[src/jceg_pkg.sv]
`default_nettype none

package jceg_pkg;

  // configuration register indexes
  localparam logic [2:0] CFG_BUTTON_COUNT = 3'd0;
  localparam logic [2:0] CFG_AXIS_COUNT   = 3'd1;
  localparam logic [2:0] CFG_POV_PRESENT  = 3'd2;
  localparam logic [2:0] CFG_AXIS_MIN     = 3'd3;
  localparam logic [2:0] CFG_AXIS_MAX     = 3'd4;

  // event source kinds
  localparam logic [1:0] KIND_BUTTON   = 2'd0;
  localparam logic [1:0] KIND_HAT      = 2'd1;
  localparam logic [1:0] KIND_AXIS_POS = 2'd2;
  localparam logic [1:0] KIND_AXIS_NEG = 2'd3;

  // axis classes
  localparam logic [1:0] CLS_LOW  = 2'd0;
  localparam logic [1:0] CLS_MID  = 2'd1;
  localparam logic [1:0] CLS_HIGH = 2'd2;

  localparam int AXIS_PORTS = 6;
  localparam int HAT_DIRS   = 4;

  localparam logic [15:0] HAT_CENTER = 16'd65535;
  localparam logic [15:0] HAT_FULL   = 16'd36000;
  localparam logic [15:0] HAT_HALF   = 16'd18000;
  localparam logic [15:0] HAT_REACH  = 16'd6750;
  localparam int          HAT_STEP   = 9000;
  localparam logic [15:0] AXIS_REST  = 16'd32767;

  // x / 10 == (x * 52429) >> 19, exact for x below 81920
  localparam logic [15:0] TENTH_MUL   = 16'd52429;
  localparam int          TENTH_SHIFT = 19;

  typedef logic [AXIS_PORTS-1:0][15:0] axis_vec_t;

  typedef struct packed {
    logic capture;
    logic read;
    logic eval;
    logic step;
    logic emit;
  } cmd_t;

  typedef struct packed {
    logic usable;
    logic cur_event;
    logic rem_zero;
    logic out_free;
  } sts_t;

endpackage

`default_nettype wire

[src/jceg_ctrl.sv]
`default_nettype none

module jceg_ctrl (
  input  wire logic            clk,
  input  wire logic            rst,
  input  wire logic            in_valid,
  output logic                 in_ready,
  input  wire jceg_pkg::sts_t  sts,
  output jceg_pkg::cmd_t       cmd
);

  localparam logic [1:0] S_IDLE = 2'd0;
  localparam logic [1:0] S_READ = 2'd1;
  localparam logic [1:0] S_EVAL = 2'd2;
  localparam logic [1:0] S_SCAN = 2'd3;

  logic [1:0] state;
  logic [1:0] state_next;
  logic       accept;

  assign in_ready = (state == S_IDLE);
  assign accept   = in_valid && in_ready;

  always_comb begin
    cmd         = '0;
    cmd.capture = accept;
    cmd.read    = (state == S_READ);
    cmd.eval    = (state == S_EVAL);
    cmd.emit    = (state == S_SCAN) && sts.cur_event && sts.out_free;
    cmd.step    = (state == S_SCAN) && !sts.rem_zero && (!sts.cur_event || sts.out_free);
  end

  always_comb begin
    state_next = state;
    unique case (state)
      S_IDLE: begin
        // drop failed polls and unknown devices right here
        if (accept && sts.usable) state_next = S_READ;
      end
      S_READ: state_next = S_EVAL;
      S_EVAL: state_next = S_SCAN;
      S_SCAN: begin
        if (sts.rem_zero) state_next = S_IDLE;
      end
      default: state_next = S_IDLE;
    endcase
  end

  always_ff @(posedge clk) begin
    if (rst) begin
      state <= S_IDLE;
    end else begin
      state <= state_next;
    end
  end

endmodule

`default_nettype wire

[src/jceg_dp.sv]
`default_nettype none

module jceg_dp #(
  parameter int MAX_DEVICES = 16,
  parameter int MAX_BUTTONS = 32,
  parameter int MAX_AXES    = 6
) (
  input  wire logic                  clk,
  input  wire logic                  rst,
  input  wire jceg_pkg::cmd_t        cmd,
  output jceg_pkg::sts_t             sts,
  input  wire logic [3:0]            device,
  input  wire logic                  poll_ok,
  input  wire logic [31:0]           buttons,
  input  wire logic [15:0]           pov,
  input  wire jceg_pkg::axis_vec_t   axes,
  input  wire logic                  cfg_we,
  input  wire logic [2:0]            cfg_index,
  input  wire logic [15:0]           cfg_data,
  output logic                       out_valid,
  input  wire logic                  out_ready,
  output logic [3:0]                 event_device,
  output logic                       pressed,
  output logic [1:0]                 source_kind,
  output logic [4:0]                 source_index,
  output logic                       last
);

  localparam int DW        = (MAX_DEVICES > 1) ? $clog2(MAX_DEVICES) : 1;
  localparam int HAT_LSB   = MAX_BUTTONS;
  localparam int AXIS_LSB  = MAX_BUTTONS + 16;
  localparam int ROW_W     = MAX_BUTTONS + 16 + 16 * MAX_AXES;
  localparam int HAT_BASE  = MAX_BUTTONS;
  localparam int AXIS_BASE = MAX_BUTTONS + jceg_pkg::HAT_DIRS;
  localparam int NUM_SLOTS = AXIS_BASE + 2 * MAX_AXES;
  localparam int SW        = $clog2(NUM_SLOTS);

  localparam logic [ROW_W-1:0] RESET_ROW =
    {{MAX_AXES{jceg_pkg::AXIS_REST}}, jceg_pkg::HAT_CENTER, {MAX_BUTTONS{1'b0}}};

  // configuration
  logic [5:0]  button_count;
  logic [2:0]  axis_count;
  logic        pov_present;
  logic [15:0] axis_min;
  logic [15:0] axis_max;

  // threshold pipeline: mid and diff registered from the configuration, then tol
  logic [15:0] hi_eff;
  logic [16:0] range_sum;
  logic [15:0] mid;
  logic [15:0] diff;
  logic [31:0] prod;
  logic [15:0] tol;
  logic [15:0] lo_th;
  logic [15:0] hi_th;

  // captured poll
  logic [3:0]          device_r;
  logic [31:0]         buttons_r;
  logic [15:0]         pov_r;
  jceg_pkg::axis_vec_t axes_r;

  // per-device previous poll
  logic [ROW_W-1:0]       mem [MAX_DEVICES];
  logic [MAX_DEVICES-1:0] row_valid;
  logic [ROW_W-1:0]       rdata;
  logic                   rvalid;
  logic [ROW_W-1:0]       old_row;
  logic [ROW_W-1:0]       new_row;
  logic [DW-1:0]          addr;

  // event slots
  logic [NUM_SLOTS-1:0] ev_mask;
  logic [NUM_SLOTS-1:0] ev_press;
  logic [NUM_SLOTS-1:0] ev_neg;
  logic [NUM_SLOTS-1:0] rem;
  logic [NUM_SLOTS-1:0] press_sh;
  logic [NUM_SLOTS-1:0] neg_sh;
  logic [SW-1:0]        slot;
  logic [1:0]           kind_d;
  logic [4:0]           idx_d;

  function automatic logic hat_down(input logic [15:0] angle, input logic [15:0] target);
    logic [15:0] gap;
    gap = (angle >= target) ? angle - target : target - angle;
    if (gap > jceg_pkg::HAT_HALF) gap = jceg_pkg::HAT_FULL - gap;
    return (angle < jceg_pkg::HAT_FULL) && (gap <= jceg_pkg::HAT_REACH);
  endfunction

  function automatic logic [1:0] axis_class(input logic [15:0] v, input logic [15:0] lo,
                                            input logic [15:0] hi);
    logic [1:0] c;
    c = jceg_pkg::CLS_MID;
    if (v < lo) c = jceg_pkg::CLS_LOW;
    else if (v > hi) c = jceg_pkg::CLS_HIGH;
    return c;
  endfunction

  always_ff @(posedge clk) begin
    if (rst) begin
      button_count <= 6'd32;
      axis_count   <= 3'd6;
      pov_present  <= 1'b1;
      axis_min     <= 16'd0;
      axis_max     <= 16'd65535;
    end else if (cfg_we) begin
      unique case (cfg_index)
        jceg_pkg::CFG_BUTTON_COUNT: button_count <= cfg_data[5:0];
        jceg_pkg::CFG_AXIS_COUNT:   axis_count   <= cfg_data[2:0];
        jceg_pkg::CFG_POV_PRESENT:  pov_present  <= cfg_data[0];
        jceg_pkg::CFG_AXIS_MIN:     axis_min     <= cfg_data;
        jceg_pkg::CFG_AXIS_MAX:     axis_max     <= cfg_data;
        default: ;
      endcase
    end
  end

  // inverted range collapses to a single point
  assign hi_eff    = (axis_max < axis_min) ? axis_min : axis_max;
  assign range_sum = {1'b0, axis_min} + {1'b0, hi_eff};
  assign prod      = 32'(diff) * 32'(jceg_pkg::TENTH_MUL);
  assign lo_th     = mid - tol;
  assign hi_th     = mid + tol;

  always_ff @(posedge clk) begin
    mid  <= range_sum[16:1];
    diff <= hi_eff - range_sum[16:1];
    tol  <= 16'(prod >> jceg_pkg::TENTH_SHIFT);
  end

  always_ff @(posedge clk) begin
    if (cmd.capture) begin
      device_r  <= device;
      buttons_r <= buttons;
      pov_r     <= pov;
      axes_r    <= axes;
    end
  end

  assign addr    = device_r[DW-1:0];
  assign old_row = rvalid ? rdata : RESET_ROW;
  assign new_row = {axes_r[MAX_AXES-1:0], pov_r, buttons_r[MAX_BUTTONS-1:0]};

  always_ff @(posedge clk) begin
    if (cmd.read) begin
      rdata <= mem[addr];
    end
    if (cmd.eval) begin
      mem[addr] <= new_row;
    end
  end

  always_ff @(posedge clk) begin
    if (rst) begin
      row_valid <= '0;
      rvalid    <= 1'b0;
    end else begin
      if (cmd.read) rvalid <= row_valid[addr];
      if (cmd.eval) row_valid[addr] <= 1'b1;
    end
  end

  always_comb begin
    logic od;
    logic nd;
    logic [1:0] c0;
    logic [1:0] c1;
    logic chg;
    ev_mask  = '0;
    ev_press = '0;
    ev_neg   = '0;
    for (int i = 0; i < MAX_BUTTONS; i++) begin
      ev_mask[i]  = (i < int'(button_count)) && (old_row[i] != buttons_r[i]);
      ev_press[i] = buttons_r[i];
    end
    for (int d = 0; d < jceg_pkg::HAT_DIRS; d++) begin
      od = hat_down(old_row[HAT_LSB +: 16], 16'(d * jceg_pkg::HAT_STEP));
      nd = hat_down(pov_r, 16'(d * jceg_pkg::HAT_STEP));
      ev_mask[HAT_BASE + d]  = pov_present && (od != nd);
      ev_press[HAT_BASE + d] = nd;
    end
    // two slots per axis: release of the old class, then press of the new
    for (int i = 0; i < MAX_AXES; i++) begin
      c0  = axis_class(old_row[AXIS_LSB + 16 * i +: 16], lo_th, hi_th);
      c1  = axis_class(axes_r[i], lo_th, hi_th);
      chg = (i < int'(axis_count)) && (c0 != c1);
      ev_mask[AXIS_BASE + 2 * i]      = chg && (c0 != jceg_pkg::CLS_MID);
      ev_press[AXIS_BASE + 2 * i]     = 1'b0;
      ev_neg[AXIS_BASE + 2 * i]       = (c0 == jceg_pkg::CLS_LOW);
      ev_mask[AXIS_BASE + 2 * i + 1]  = chg && (c1 != jceg_pkg::CLS_MID);
      ev_press[AXIS_BASE + 2 * i + 1] = 1'b1;
      ev_neg[AXIS_BASE + 2 * i + 1]   = (c1 == jceg_pkg::CLS_LOW);
    end
  end

  always_ff @(posedge clk) begin
    if (rst) begin
      rem <= '0;
    end else if (cmd.eval) begin
      rem <= ev_mask;
    end else if (cmd.step) begin
      rem <= rem >> 1;
    end
  end

  always_ff @(posedge clk) begin
    if (cmd.eval) begin
      press_sh <= ev_press;
      neg_sh   <= ev_neg;
      slot     <= '0;
    end else if (cmd.step) begin
      press_sh <= press_sh >> 1;
      neg_sh   <= neg_sh >> 1;
      slot     <= slot + 1'b1;
    end
  end

  always_comb begin
    if (int'(slot) < HAT_BASE) begin
      kind_d = jceg_pkg::KIND_BUTTON;
      idx_d  = 5'(slot);
    end else if (int'(slot) < AXIS_BASE) begin
      kind_d = jceg_pkg::KIND_HAT;
      idx_d  = 5'(int'(slot) - HAT_BASE);
    end else begin
      kind_d = neg_sh[0] ? jceg_pkg::KIND_AXIS_NEG : jceg_pkg::KIND_AXIS_POS;
      idx_d  = 5'((int'(slot) - AXIS_BASE) >> 1);
    end
  end

  always_ff @(posedge clk) begin
    if (rst) begin
      out_valid <= 1'b0;
    end else if (cmd.emit) begin
      out_valid <= 1'b1;
    end else if (out_ready) begin
      out_valid <= 1'b0;
    end
  end

  always_ff @(posedge clk) begin
    if (cmd.emit) begin
      event_device <= device_r;
      pressed      <= press_sh[0];
      source_kind  <= kind_d;
      source_index <= idx_d;
      last         <= ((rem >> 1) == '0);
    end
  end

  assign sts.usable    = poll_ok && (int'(device) < MAX_DEVICES);
  assign sts.cur_event = rem[0];
  assign sts.rem_zero  = (rem == '0);
  assign sts.out_free  = !out_valid || out_ready;

  a_emit_needs_slot: assert property (@(posedge clk) disable iff (rst)
    cmd.emit |-> rem[0] && (!out_valid || out_ready))
    else $error("event loaded without a pending slot or a free output register");

  a_eval_device: assert property (@(posedge clk) disable iff (rst)
    cmd.eval |-> int'(device_r) < MAX_DEVICES)
    else $error("state row written for a device out of range");

  a_last_drains: assert property (@(posedge clk) disable iff (rst)
    (cmd.emit && ((rem >> 1) == '0)) |=> (rem == '0))
    else $error("events remain after the final event of a poll");

endmodule

`default_nettype wire

[src/joystick_change_event_generator.sv]
`default_nettype none

// Channel  Handshake                Payload
// in       in_valid / in_ready      device, poll_ok, buttons, pov, axis_x..axis_v
// out      out_valid / out_ready    event_device, pressed, source_kind, source_index, last
// cfg      cfg_we (no wait)         cfg_index, cfg_data
//
// A poll is taken in IDLE; the per-device row is read, compared, written back,
// and the event slots (buttons, four hat directions, two per axis) are then
// scanned one slot per cycle, holding on an event slot while the output
// register is held by out_ready low; the scan ends after the last event slot.
// A failed poll or unknown device is taken and dropped in IDLE.
// rst clears the per-device valid bits, so every device reads as released,
// centered and at rest; no clearing pass is needed.
module joystick_change_event_generator #(
  parameter int MAX_DEVICES = 16,
  parameter int MAX_BUTTONS = 32,
  parameter int MAX_AXES    = 6
) (
  input  wire logic        clk,
  input  wire logic        rst,
  input  wire logic        in_valid,
  output logic             in_ready,
  input  wire logic [3:0]  device,
  input  wire logic        poll_ok,
  input  wire logic [31:0] buttons,
  input  wire logic [15:0] pov,
  input  wire logic [15:0] axis_x,
  input  wire logic [15:0] axis_y,
  input  wire logic [15:0] axis_z,
  input  wire logic [15:0] axis_r,
  input  wire logic [15:0] axis_u,
  input  wire logic [15:0] axis_v,
  output logic             out_valid,
  input  wire logic        out_ready,
  output logic [3:0]       event_device,
  output logic             pressed,
  output logic [1:0]       source_kind,
  output logic [4:0]       source_index,
  output logic             last,
  input  wire logic        cfg_we,
  input  wire logic [2:0]  cfg_index,
  input  wire logic [15:0] cfg_data
);

  jceg_pkg::cmd_t      cmd;
  jceg_pkg::sts_t      sts;
  jceg_pkg::axis_vec_t axes;

  assign axes = {axis_v, axis_u, axis_r, axis_z, axis_y, axis_x};

  jceg_ctrl u_ctrl (
    .clk      (clk),
    .rst      (rst),
    .in_valid (in_valid),
    .in_ready (in_ready),
    .sts      (sts),
    .cmd      (cmd)
  );

  jceg_dp #(
    .MAX_DEVICES (MAX_DEVICES),
    .MAX_BUTTONS (MAX_BUTTONS),
    .MAX_AXES    (MAX_AXES)
  ) u_dp (
    .clk          (clk),
    .rst          (rst),
    .cmd          (cmd),
    .sts          (sts),
    .device       (device),
    .poll_ok      (poll_ok),
    .buttons      (buttons),
    .pov          (pov),
    .axes         (axes),
    .cfg_we       (cfg_we),
    .cfg_index    (cfg_index),
    .cfg_data     (cfg_data),
    .out_valid    (out_valid),
    .out_ready    (out_ready),
    .event_device (event_device),
    .pressed      (pressed),
    .source_kind  (source_kind),
    .source_index (source_index),
    .last         (last)
  );

endmodule

`default_nettype wire

[config.mk]
export PLATFORM = sky130hd
export DESIGN_NAME = joystick_change_event_generator
export DESIGN_NICKNAME = d
export VERILOG_FILES = /design/src/jceg_pkg.sv /design/src/jceg_ctrl.sv /design/src/jceg_dp.sv /design/src/joystick_change_event_generator.sv
export SDC_FILE = /design/constraint.sdc
export NUM_CORES = 2
export LEC_CHECK = 0
export BUFFER_PORTS_ARGS = -buffer_cell sky130_fd_sc_hd__buf_2
export CORE_ASPECT_RATIO = 2
export CORE_MARGIN = 3
export CORE_UTILIZATION = 25
export DETAILED_ROUTE_END_ITERATION = 8
export GPL_TIMING_DRIVEN = 0
export HOLD_SLACK_MARGIN = 0.15
export PLACE_DENSITY_LB_ADDON = 0.08
export RECOVER_POWER = 50
export SETUP_SLACK_MARGIN = 0.3
export SLEW_MARGIN = 20
export SYNTH_ARGS = -nofsm -noshare
export SYNTH_HDL_FRONTEND = slang
export SYNTH_SLANG_ARGS = --single-unit
[constraint.sdc]
create_clock -name clk -period 14 [get_ports clk]
set_clock_uncertainty 0.1 [all_clocks]
set_input_delay 2.8 -clock clk [delete_from_list [all_inputs] [get_ports clk]]
set_output_delay 2.8 -clock clk [all_outputs]
set_load 0.1 [all_outputs]
==> metrics.yaml <==
via_per_inst: 4.833
peakVddDrop_uv: 555.5
stdcell_area_sq_um: 157100
power_density_nw_per_um2: 252.6
synth_warnings: 0
wl_mm: 515.8
setup_ws_ns: 4.206
drc_errors: 0
cts_hold_buf: 0
start_util_pct: 25.10
cp_slowest_cell: "dfxtp_1"
worstSetupEndpointType: "register"
grt_pass1_wl_mm: 702.3
critPathArrivalTime_ns: 10.52
drive_above_1_share_pct: 22.04
p_leak_nw: 52.34
post-place-cells: 15540
hold_viol_final: 0
min_period_over_period_pct: 69.96
gr-total-overflow: 0
status: "complete, but fails checks"
min_path_cells: 2
cts_resized: 0
cts_tree: "built"
wire_per_inst_um: 32.02
first_pass_iters: 6
ant_nets: 0
r2r-end: "u_dp.rem[42]"
worst_pin_slew_ns: 2.987
ios: 188
htreeDepth: 5
synth_edf_count: 2657
ys.flop_type: "edfxtp_1"
die_w_um: 517.5
grt_pass1_vias: 83640
cts-root-buf: "clkbuf_16"
cp_num_buf_inv: 12
hp-start: "u_dp.neg_sh[14]"
critical-path-max-stage-delay_ns: 0.83
syn_area_sq_um: 130800
cap_viol_max_count: 16
core-area_sq_um: 521300
worst-setup-path-type: "register to register"
utilization_pct: 30.13
die_area_sq_um: 532500
die_y_mm: 1.029
critPathLaunchType: "register"
placed_area_sq_um: 147400
fin_cells: 16110
ys_seq_elements: 2866
r2r_cells: 26
setup_violations: 0
relSlewSlack_pct: -99.13
failed_checks: "capacitance limit, slew limit"
ff2ff_setup_slack_ns: 4.21
worstSkewPairLatency_ns: 0.92
synth_nets: 8856
final_common_cell: "edfxtp_1"
antenna_found_initial: 41
crit_family: "buffers and inverters"
seq_area_frac_synth_pct: 64.19
vias: 77850
drv_slew: 310
clk_path_buf_depth: 4
layout_min_cycle_time_ns: 9.794
final.setup.tns_ns: 0
synth_area_per_cell_sq_um: 16.35
cts_setup_buffers: 0
rr_startpoint: "u_dp.rvalid"
io_buffers: 186
final_nets: 9724
clkSinkCount: 2866
async_flop_share_pct: 0
grt_start_max_net_pins: 34
rows: 375
rsz0062_at_grt: "false"
fmax_mhz: 102.1
crit_fanout: 12
worst_path_most_repeated_cell: "a21o_1"
grtUsageTotal_pct: 18.92
final_cell_mix: "2,657 x edfxtp_1, 727 x mux4_2, 597 x ha_1"
drt_iter0_drc: 6089
area_growth_pct: 20.07
hold_path.class: "register to register"
gp_congestion: 0.8746
numCtsBuffers: 302
syn_inst: 8001
ys_types: 114
place_ws_ns: 3.969
dp.final_hpwl_mm: 391.0
holdPathEnd: "u_dp.neg_sh[13]"
clkTransAtPathRegs_ns: 0.06
required_ns: 14.72
-- tightest hold or removal path, cell delays in order, from the launching register on --
cell,delay [ns]
dfxtp_1,0.31
nand2_1,0.05
a21oi_1,0.05
-- how the worst max path moves through the flow --
stage	cells past startpoint	start	endpoint
final	26	u_dp.rvalid	u_dp.rem[42]
after detailed placement	26	u_dp.rvalid	u_dp.rem[42]
after floorplan	5	u_dp.addr[0]	u_dp.mem[0][0]
after global placement	5	u_dp.addr[0]	u_dp.mem[3][42]
after CTS	26	u_dp.rvalid	u_dp.rem[42]
after global routing	26	u_dp.rvalid	u_dp.rem[42]
-- sequential cells by signal, indices dropped and copies added, names as in the netlist, 32 cells and up --
| name | flops |
|---|---|
| u_dp.axes_r | 96 |
| u_dp.buttons_r | 32 |
| u_dp.mem | 2304 |
| u_dp.neg_sh | 48 |
| u_dp.press_sh | 48 |
| u_dp.rdata | 144 |
| u_dp.rem | 48 |
-- cell usage after synthesis (53+ instances only) --
cell      number  area, sq um
mux4_2       727        16370
clkbuf_1     258        968.4
nand2_1      444         1667
o21a_1        63        473.0
ha_1         597         7470
mux2_2        68        765.7
edfxtp_1    2657        79790
a21oi_1      337         1687
nor2_1       329         1235
nor2b_1       56        350.3
nand3_1       82        410.4
inv_1        273         1025
nand2b_1     150        938.4
a21o_1       142         1066
dfxtp_1      209         4184
xnor2_1      121         1060
nor3_1       111        555.5
o21ai_0      244         1221
buf_1         74        277.8
fa_1          85         1702
nand4_1       85        531.8
a211oi_1      53        397.9
-- logic make-up after synthesis --
| kind of cell | after synthesis | share of synthesized area (%) |
|---|---|---|
| flops | 2866 | 64.19 |
| simple gates | 1537 | 5.908 |
| compound gates | 1272 | 6.471 |
| mux | 837 | 13.43 |
| fa+ha+maj | 682 | 7.010 |
| buf+inv | 645 | 1.901 |
| xor+xnor | 162 | 1.095 |
-- layer usage --
metal	track usage (%)	vias to the layer above	share of wire [%]
li1	-	33710	-
met1	19.66	41380	35
met2	38.16	2022	57
met3	1.773	723	3.1
met4	7.475	8	4.6
met5	0	-	0.0081
-- power breakdown --
| group | total (mW) | switching, mW | internal [mW] |
|---|---|---|---|
| Clock | 8.35 | 3.56 | 4.79 |
| Combinational | 20.0 | 11.8 | 8.19 |
| Sequential | 11.4 | 0.811 | 10.6 |
| Total | 39.7 | 16.1 | 23.5 |
-- through the flow --
| stage | total power [mW] | hold slack (ns) |
|---|---|---|
| 6_report | 39.68 | 0.3530 |
| 5_1_grt | 42.72 | 0.3759 |
| 4_1_cts | 40.61 | 0.3554 |
| 3_5_place_dp | 31.92 | 0.3454 |
| 3_3_place_gp | 30.96 | 0.3380 |
| 2_1_floorplan | 23.70 | 0.3003 |
-- cell type report --
type	instances	area [sq um]
inverter	277	1040
multi-input combinational	4490	44870
fill	51510	364200
sequential	2866	83970
clock inverter	155	1720
clock buffer	388	8248
antenna	25	62.56
buffer	368	1605
timing repair buffer	564	6842
tap	6974	8726
Note: power is estimated with default switching activity, not from simulation.
